==> src/hdl/lls_pkg.sv <==
package lls_pkg;

	localparam int MaxPoints = 65536;
	localparam int FracBits = 16;
	localparam int CountW = 17;
	localparam int WideW = 82;
	localparam int NumW = 66;
	localparam int DenW = 65;
	localparam int DivSteps = WideW;
	localparam int StepW = 7;
	localparam int MulChunks = 3;

	typedef struct packed {
		logic signed [15:0] x_value;
		logic signed [15:0] y_value;
		logic               has_point;
		logic               last_item;
	} in_word_t;

	typedef struct packed {
		logic signed [47:0] slope_fixed;
		logic signed [47:0] intercept_fixed;
		logic               degenerate;
		logic               empty_set;
		logic               points_dropped;
	} out_word_t;

	typedef enum logic [2:0] {
		MS_N_SXY,
		MS_SX_SY,
		MS_N_SXX,
		MS_SX_SX,
		MS_SLOPE_SX
	} mul_sel_t;

	typedef struct packed {
		logic       accum;
		logic       init;
		logic       mul_load;
		logic       mul_step;
		logic [1:0] chunk;
		logic       store;
		mul_sel_t   sel;
		logic       set_degen;
		logic       div_load_slope;
		logic       div_step;
		logic       div_take;
		logic       take_icpt;
		logic       publish;
	} dp_cmd_t;

	typedef struct packed {
		logic n_zero;
		logic den_zero;
		logic out_free;
	} dp_status_t;

endpackage

==> src/hdl/lls_control.sv <==
module lls_control (
	input  logic                clk,
	input  logic                arst_n,
	input  logic                point_valid,
	input  logic                last_item,
	output logic                point_stall,
	input  lls_pkg::dp_status_t status,
	output lls_pkg::dp_cmd_t    cmd
);

	typedef enum logic [3:0] {
		S_IDLE,
		S_CHECK,
		S_MLOAD,
		S_MSTEP,
		S_MSTORE,
		S_DENCHK,
		S_DIV,
		S_DTAKE,
		S_FINISH
	} state_t;

	state_t               state_q;
	logic [lls_pkg::StepW-1:0] cnt_q;
	lls_pkg::mul_sel_t    sel_q;
	logic                 icpt_q;

	assign point_stall = (state_q != S_IDLE);

	always_comb begin
		cmd = '0;
		cmd.sel = sel_q;
		cmd.chunk = cnt_q[1:0];
		cmd.take_icpt = icpt_q;
		case (state_q)
			S_IDLE:   cmd.accum = point_valid;
			S_CHECK:  cmd.init = 1'b1;
			S_MLOAD:  cmd.mul_load = 1'b1;
			S_MSTEP:  cmd.mul_step = 1'b1;
			S_MSTORE: cmd.store = 1'b1;
			S_DENCHK: begin
				cmd.set_degen      = status.den_zero;
				cmd.div_load_slope = !status.den_zero;
			end
			S_DIV:    cmd.div_step = 1'b1;
			S_DTAKE:  cmd.div_take = 1'b1;
			S_FINISH: cmd.publish = status.out_free;
			default:  cmd.accum = 1'b0;
		endcase
	end

	always_ff @(posedge clk or negedge arst_n) begin
		if (!arst_n) begin
			state_q <= S_IDLE;
			cnt_q   <= '0;
			sel_q   <= lls_pkg::MS_N_SXY;
			icpt_q  <= 1'b0;
		end else begin
			case (state_q)
				S_IDLE: begin
					if (point_valid && last_item) begin
						state_q <= S_CHECK;
					end
				end
				S_CHECK: begin
					sel_q  <= lls_pkg::MS_N_SXY;
					icpt_q <= 1'b0;
					state_q <= status.n_zero ? S_FINISH : S_MLOAD;
				end
				S_MLOAD: begin
					cnt_q   <= '0;
					state_q <= S_MSTEP;
				end
				S_MSTEP: begin
					cnt_q <= cnt_q + 1'b1;
					if (cnt_q == lls_pkg::StepW'(lls_pkg::MulChunks - 1)) begin
						state_q <= S_MSTORE;
					end
				end
				S_MSTORE: begin
					cnt_q <= '0;
					case (sel_q)
						lls_pkg::MS_SX_SX: state_q <= S_DENCHK;
						lls_pkg::MS_SLOPE_SX: begin
							icpt_q  <= 1'b1;
							state_q <= S_DIV;
						end
						default: begin
							sel_q   <= lls_pkg::mul_sel_t'(sel_q + 1'b1);
							state_q <= S_MLOAD;
						end
					endcase
				end
				S_DENCHK: begin
					cnt_q <= '0;
					if (status.den_zero) begin
						// slope stays zero, go straight to the intercept product
						sel_q   <= lls_pkg::MS_SLOPE_SX;
						state_q <= S_MLOAD;
					end else begin
						state_q <= S_DIV;
					end
				end
				S_DIV: begin
					cnt_q <= cnt_q + 1'b1;
					if (cnt_q == lls_pkg::StepW'(lls_pkg::DivSteps - 1)) begin
						state_q <= S_DTAKE;
					end
				end
				S_DTAKE: begin
					if (icpt_q) begin
						state_q <= S_FINISH;
					end else begin
						sel_q   <= lls_pkg::MS_SLOPE_SX;
						state_q <= S_MLOAD;
					end
				end
				S_FINISH: begin
					// hold until the output register is free
					if (status.out_free) begin
						state_q <= S_IDLE;
					end
				end
				default: state_q <= S_IDLE;
			endcase
		end
	end

endmodule

==> config.mk <==
export PLATFORM = sky130hd
export DESIGN_NAME = lls_control
export DESIGN_NICKNAME = d
export VERILOG_FILES = /design/src/hdl/lls_pkg.sv /design/src/hdl/lls_control.sv
export SDC_FILE = /design/constraint.sdc
export NUM_CORES = 1
export LEC_CHECK = 0
export CAP_MARGIN = 40
export CORE_ASPECT_RATIO = 0.6
export CORE_UTILIZATION = 45
export CTS_CLUSTER_DIAMETER = 200
export DETAILED_ROUTE_END_ITERATION = 12
export DONT_BUFFER_PORTS = 1
export GPL_TIMING_DRIVEN = 0
export PLACE_DENSITY = 0.69
export SETUP_SLACK_MARGIN = 0.3
export SLEW_MARGIN = 0
export SYNTH_ARGS = -nofsm -noshare
export SYNTH_HDL_FRONTEND = slang
export SYNTH_SLANG_ARGS = --single-unit
==> constraint.sdc <==
create_clock -name clk -period 3.6 [get_ports clk]
set_clock_uncertainty 0.1 [all_clocks]
set_input_delay 0.18 -clock clk [delete_from_list [all_inputs] [get_ports clk]]
set_output_delay 0.18 -clock clk [all_outputs]
set_load 0.02 [all_outputs]
==> results.py, run 1 <==
metrics = {
    "power": {
        "power.share.clock_pct": 12.4,
        "p_int_mw": 0.596,
        "power.density_cell_area_mw_per_mm2": 882,
        "fraction_of_power_spent_switching_nets_pct": 47.3,
        "leakagePower_nw": 0.603,
        "power_frac_comb_pct": 62.7,
        "peak_vdd_ir_mv": 0.372,
        "power.share.sequential_pct": 24.9,
        "total_switching_power_mw": 0.534,
    },
    "global_routing": {
        "groute.usage.overall_pct": 21.3,
        "antenna_found_initial": 0,
        "grt_pass1_vias": 847,
        "grt_max_degree": 16,
        "overflow": 0,
        "grt_pass1_wl_um": 4230,
    },
    "place": {
        "place_congestion": 0.784,
        "detailed_place_hpwl_um": 2020,
        "placement.io_buffers": 0,
        "dpl.cell_count": 159,
    },
    "finish": {
        "post_route_cells_drive_above_1_share_pct": 17.8,
        "insertedDiodeCount": 0,
        "syn_to_final_growth_pct": 9.75,
        "stdcell_count": 165,
        "nets": 149,
    },
    "worst_setup_path": {
        "critical_path_class": "register to register",
        "path_depth": 6,
        "max_stage_delay_ns": 0.47,
        "crit_path_max_fanout": 8,
        "r2r_cells": 6,
        "critical_path.slowest_cell": "dfrtp_1",
        "crit_end_element": "register",
        "worst-path-buf-inv": 1,
        "crit_chain": "inv_1 > ha_1 > or3b_1 > a32o_1 > a211oi_4 > mux2_4",
        "worst_ep_required_time_ns": 3.64,
        "worst_ep_arrival_time_ns": 2.22,
        "kind_of_cell_with_the_highest_combined_delay_on_the_critical_path": "compound AO/OA/AOI/OAI gates",
        "critPathLaunchType": "register",
    },
    "timing": {
        "timing_max_transition_violations_final": 0,
        "clock.fmax_ghz": 0.460,
        "finalSetupViolCount": 0,
        "finalWorstPathRequiredPeriod_ns": 2.18,
        "tns_ns": 0,
        "hold-worst-slack_ns": 0.103,
        "grt_setup_unrepaired": "false",
        "report.final.hold_viol_count": 0,
        "relSlewSlack_pct": 50.2,
        "tightestPinTransition_ns": 0.745,
        "min_period_over_period_pct": 60.4,
    },
    "logic_synthesis": {
        "synth-warning-count": 0,
        "synth_area_per_cell_um2": 9.12,
        "synthesis.instances": 128,
        "netlist_area_mm2": 0.00117,
        "synth_fp_nets": 141,
        "seq_area_frac_synth_pct": 32.2,
        "ys_types": 46,
        "synth-seq-cells": 15,
    },
    "floorplanning": {
        "die_width_um": 67.8,
        "overall_die_area_mm2": 0.00281,
        "floorplan.rows": 13,
        "placeableCoreArea_mm2": 0.00231,
        "num_io_pins": 24,
        "start_util_pct": 50.5,
        "fp.dieH_um": 41.5,
    },
    "run_status": {
        "run_status": "complete, no violations",
    },
    "cts": {
        "worst_skew_pair.late_latency_ns": 0.26,
        "clock_tree_from_tritoncts": "yes",
        "clk_pin_slew_ns": 0.07,
        "clk_root_buffer_cell": "clkbuf_8",
        "number_of_buffers_added_by_the_clock_tree_synthesis_step": 3,
        "h-tree-depth": 1,
        "cts.sinks": 15,
        "cts.path.max_buffers": 2,
    },
    "drt": {
        "antenna_violation_net_count_after_detailed_routing": 0,
        "drc": 0,
        "route.detailed.vias_per_inst": 5.75,
        "drt-initial-drc-count": 48,
        "route.detailed.wl_per_inst_um": 15.8,
        "dr.pass1.iters": 4,
        "aggregate_routed_wire_length_um": 2600,
        "detailroute.via_count": 948,
    },
    "run": {
        "drv.max_cap_violation_count": 0,
    },
    "worst_hold_path": {
        "worstHoldPathType": "input pin to register",
        "hold-path-cell-count": 3,
    },
}
[area by class of cell]
cell class	instances	area, um^2
sequential	15	375
clock buffer	4	45.0
multi-input combinational	91	671
tap	30	37.5
buffer	11	80.1
fill	212	1030
inverter	11	41.3
timing repair buffer	3	31.3
[worst min-delay path, stage by stage]
cell	delay, ns
o2bb2ai_1	0.05
nor2_1	0.08
mux2i_1	0.08
[stage by stage]
stage	worst slack, ns	instance area, um^2	util, %	total power [mW]
global route	1.33	1280	55.5	1.21
finish	1.42	1280	55.5	1.13
CTS	1.41	1280	55.5	1.13
floorplan	1.60	1170	-	0.846
detailed placement	1.42	1220	52.7	0.983
global placement	1.48	1200	52.2	0.952
[power by group through the flow]
stage,registers [mW],logic (mW),clock network [mW]
after floorplan,0.267,0.579,0
after global placement,0.280,0.672,0
after detailed placement,0.283,0.700,0
after CTS,0.280,0.708,0.142
after global routing,0.289,0.770,0.152
final,0.281,0.708,0.140
[Yosys cell counts, drive strengths merged]
cell / instances / area, um^2
nand3: 4 / 20.0
mux2: 2 / 26.3
xnor2: 2 / 17.5
nor2: 10 / 37.5
a211o: 1 / 8.76
or2: 1 / 6.26
or3b: 1 / 8.76
and4bb: 1 / 12.5
nand2: 9 / 33.8
o2bb2ai: 2 / 36.3
and3: 3 / 18.8
inv: 11 / 41.3
nand2b: 2 / 12.5
nor4: 3 / 25.0
ha: 6 / 75.1
nor3: 3 / 15.0
nand3b: 1 / 7.51
nor3b: 2 / 15.0
mux2i: 4 / 40.0
a32o: 1 / 10.0
clkbuf: 1 / 3.75
and2: 3 / 18.8
o22ai: 1 / 6.26
nor4b: 1 / 15.0
o21ai: 9 / 45.0
nor2b: 1 / 6.26
dfrtp: 15 / 375
o21bai: 1 / 7.51
a21o: 3 / 22.5
or3: 3 / 18.8
buf: 10 / 76.3
or4b: 1 / 13.8
a2bb2oi: 2 / 17.5
or4: 1 / 7.51
a21oi: 2 / 10.0
a211oi: 3 / 35.0
xor2: 1 / 8.76
nand4bb: 1 / 11.3
[worst paths after layout]
kind / start / slack [ns] / endpoint
worst max-delay path: cnt_q[0] / 1.42 / state_q[0]
worst min-delay path: status[1] / 0.10 / state_q[2]
worst max register to register: cnt_q[0] / 1.42 / state_q[0]
worst min register to register: cnt_q[5] / 0.44 / cnt_q[5]
max in group asynchronous: arst_n / 2.63 / sel_q[1]
min in group asynchronous: arst_n / 0.31 / sel_q[2]
[routing by layer]
layer	track usage (%)	vias up	share of wire [%]
met4	7.66	0	1.5
li1	-	463	-
met3	6.59	4	6.8
met2	29.5	37	41
met1	30.5	444	50
met5	0	-	0
[cell families after synthesis]
| group | after synthesis | synth area share [%] |
|---|---|---|
| AOI/OAI and AO/OA | 25 | 17.0 |
| xor gates and xnor gates | 3 | 2.25 |
| adders and majority gates | 6 | 6.43 |
| buffers and inverters | 22 | 10.4 |
| DFF | 15 | 32.2 |
| muxes | 6 | 5.68 |
| and+or+nand+nor | 51 | 26.0 |
[cells in the final DEF (no fill, tap or decap), types with 3 or more instances in the layout]
cell type   n
a21o_1      3
and2_1      3
and3_1      3
buf_2       4
buf_4       3
buf_6       3
clkbuf_8    3
dfrtp_1    15
ha_1        6
inv_1      10
mux2i_1     4
nand2_1     9
nand3_1     4
nor2_1     10
nor3_1      3
o21ai_0     3
o21ai_1     6
or3_1       3
[state kept, by name, summed over array words and instances, names as in the netlist]
| signal | count |
|---|---|
| sel_q | 3 |
| icpt_q | 1 |
| cnt_q | 7 |
| state_q | 4 |
[repair_timing]
item | CTS | global route
gates resized for setup | 0 | 0
buffers inserted | 0 | 0
endpoints found under the hold margin | 16 | 0
hold buffers | 2 | 0
(Power assumes the default switching activity.)
==> inputs of run 2 (changes only) <==
Settings changed: ABC_AREA set to 1, PLACE_DENSITY 0.69 to 0.71.
Clock period 3.6 ns to 1.8 ns, I/O delays scaled along.
==> run 2 against run 1 <==
Against the previous run: die area fell by 4.1%; hold slack got worse by 0.037 ns; clock power rose by 99%; highest routed layer is now met3; critical path depth fell by 2; design area rose by 13%; largest power group unchanged; combinational power rose by 64%.
==> results.py, run 2 <==
metrics = {
    "run_status": {
        "run_status": "complete, no violations",
    },
    "finish": {
        "layout.core_utilization_pct": 64.3,
        "insertedDiodeCount": 0,
        "mostFrequentLayoutCell": "nand2_1",
        "largest_register": "cnt_q",
        "layout.cells.most_common_list": "nand2_1 (34), inv_1 (17), nand3_1 (15)",
        "top_regs": "cnt_q: 7 flops, state_q: 4 flops, sel_q: 3 flops",
        "post_route_cells_drive_above_1_share_pct": 37.6,
        "nets": 187,
        "max_reg_flops": 7,
        "syn_to_final_growth_pct": 30.0,
        "stdcell_count": 203,
    },
    "drt": {
        "antenna_violation_net_count_after_detailed_routing": 0,
        "dr.pass1.iters": 4,
        "aggregate_routed_wire_length_um": 2930,
        "drt-initial-drc-count": 75,
        "route.detailed.wl_per_inst_um": 14.4,
        "route.detailed.vias_per_inst": 5.43,
        "drc": 0,
        "detailroute.via_count": 1102,
    },
    "floorplanning": {
        "overall_die_area_mm2": 0.00269,
        "die_width_um": 66.3,
        "placeableCoreArea_mm2": 0.00226,
        "floorplan.rows": 13,
        "num_io_pins": 24,
        "fp.dieH_um": 40.6,
        "start_util_pct": 49.4,
    },
    "power": {
        "peak_vdd_ir_mv": 0.536,
        "power.density_cell_area_mw_per_mm2": 1360,
        "leakagePower_nw": 0.683,
        "post-layout-total-power_mw": 1.97,
    },
    "global_routing": {
        "antenna_found_initial": 0,
        "grt_pass1_vias": 869,
        "grt_pass1_wl_um": 4220,
        "groute.usage.overall_pct": 22.6,
        "grt_max_degree": 16,
        "overflow": 0,
    },
    "cts": {
        "cts.sinks": 15,
        "cts.path.max_buffers": 2,
        "number_of_buffers_added_by_the_clock_tree_synthesis_step": 3,
        "clk_pin_slew_ns": 0.06,
        "h-tree-depth": 1,
        "worst_skew_pair.late_latency_ns": 0.25,
        "clock_tree_from_tritoncts": "yes",
        "clk_root_buffer_cell": "clkbuf_8",
    },
    "timing": {
        "relSlewSlack_pct": 49.9,
        "timing_max_transition_violations_final": 0,
        "hold-worst-slack_ns": 0.0656,
        "tightestPinTransition_ns": 0.749,
        "tns_ns": 0,
        "grt_setup_unrepaired": "true",
        "min_period_over_period_pct": 84.7,
        "finalSetupViolCount": 0,
        "finalWorstPathRequiredPeriod_ns": 1.52,
        "clock.fmax_ghz": 0.656,
        "report.final.hold_viol_count": 0,
    },
    "logic_synthesis": {
        "ys_types": 22,
        "netlist_area_mm2": 0.00112,
        "synth.cells.most_frequent": "nand2_1 (42), inv_1 (22), nand3_1 (18), nor2_1 (18), dfrtp_1 (15)",
        "synth_async_sr_flop_share_pct": 100,
        "synth-warning-count": 0,
        "synth_top_cell_area_share_pct": 33.6,
        "post-synth-top-area-cell": "dfrtp_1",
        "seq_area_frac_synth_pct": 33.6,
        "synthesis.instances": 161,
        "synth_area_per_cell_um2": 6.94,
        "synth_fp_nets": 174,
        "synth_top_flop_cell": "dfrtp_1",
        "synth-seq-cells": 15,
        "number_of_flops_mapped_to_enable_cells_by_yosys": 0,
        "synth_most_common_cell": "nand2_1",
        "yosys-top-cells-area": "dfrtp_1 (34%), nand2_1 (14%), nand3_1 (8.1%), inv_1 (7.4%), ha_1 (6.7%)",
    },
    "worst_setup_path": {
        "critical_path_class": "register to primary output",
        "critPathLaunchType": "register",
        "crit_end_element": "primary output",
        "worst_ep_arrival_time_ns": 1.33,
        "worst_ep_required_time_ns": 1.61,
        "crit_path_max_fanout": 6,
    },
    "place": {
        "dpl.cell_count": 191,
        "place_congestion": 0.909,
        "placement.io_buffers": 0,
        "detailed_place_hpwl_um": 2020,
    },
    "run": {
        "drv.max_cap_violation_count": 0,
    },
    "worst_hold_path": {
        "worstHoldPathType": "input pin to register",
    },
}
## run 2: cell types whose count changed after synthesis, sizes merged, moves of 4 or more
cell,delta
nand2,+39
o22ai,+4
mux2i,-4
nand3,+14
nor2,+15
inv,+13
buf,-7
## run 2: final timing paths
kind                             from          to  slack [ns]  depth (start not counted)
max reg2reg                state_q[3]    sel_q[2]        0.30                          8
min                         status[0]  state_q[3]        0.07                          3
min reg2reg                    icpt_q      icpt_q        0.50                          2
max in group asynchronous      arst_n  state_q[1]        0.83                          1
max                        state_q[2]      cmd[5]        0.28                          4
min in group asynchronous      arst_n    cnt_q[4]        0.25                          1
## run 2: timing repair
item	4_1_cts	5_1_grt
pin swaps	3	9
setup buffers	1	5
setup endpoints to repair	20	19
endpoints found under the hold margin	16	0
gates resized for setup	22	32
hold buffers	2	0
## run 2: cells by family after synthesis
| kind of cell | synth area share, % |
|---|---|
| AO/OA/AOI/OAI | 9.07 |
| AND/OR/NAND/NOR | 40.5 |
| buffers and inverters | 10.1 |
| adder cells (fa/ha/maj) | 6.72 |
| flip-flops | 33.6 |
## run 2: final cells by class
class / instances / area (um^2)
clock buffer: 4 / 45.0
sequential: 15 / 384
tap: 30 / 37.5
inverter: 24 / 105
multi-input combinational: 119 / 768
buffer: 3 / 22.5
fill: 191 / 808
timing repair buffer: 8 / 90.1
## run 2: layer usage
metal / vias to the layer above / part of all wire, % / global-route usage [%]
met4: 0 / 0 / 3.72
met2: 48 / 44 / 31.4
met5: - / 0 / 0
li1: 542 / - / -
met3: 0 / 7.5 / 7.10
met1: 512 / 49 / 33.7
## run 2: worst max-delay path, stage by stage (launching register included)
cell and delay [ns]:
dfrtp_2 0.49, inv_4 0.08, nor2_4 0.20, nand2_1 0.14, nor2_4 0.17
## run 2: stage by stage
step	cell area (um^2)	worst slack [ns]
2_1_floorplan	1120	0.319
3_3_place_gp	1150	0.0858
3_5_place_dp	1150	0.0772
4_1_cts	1290	0.220
5_1_grt	1450	0.214
6_report	1450	0.275
## run 2: report_power, final
| part | switching (mW) | internal [mW] |
|---|---|---|
| Clock | 0.123 | 0.157 |
| Sequential | 0.128 | 0.410 |
| Combinational | 0.759 | 0.398 |
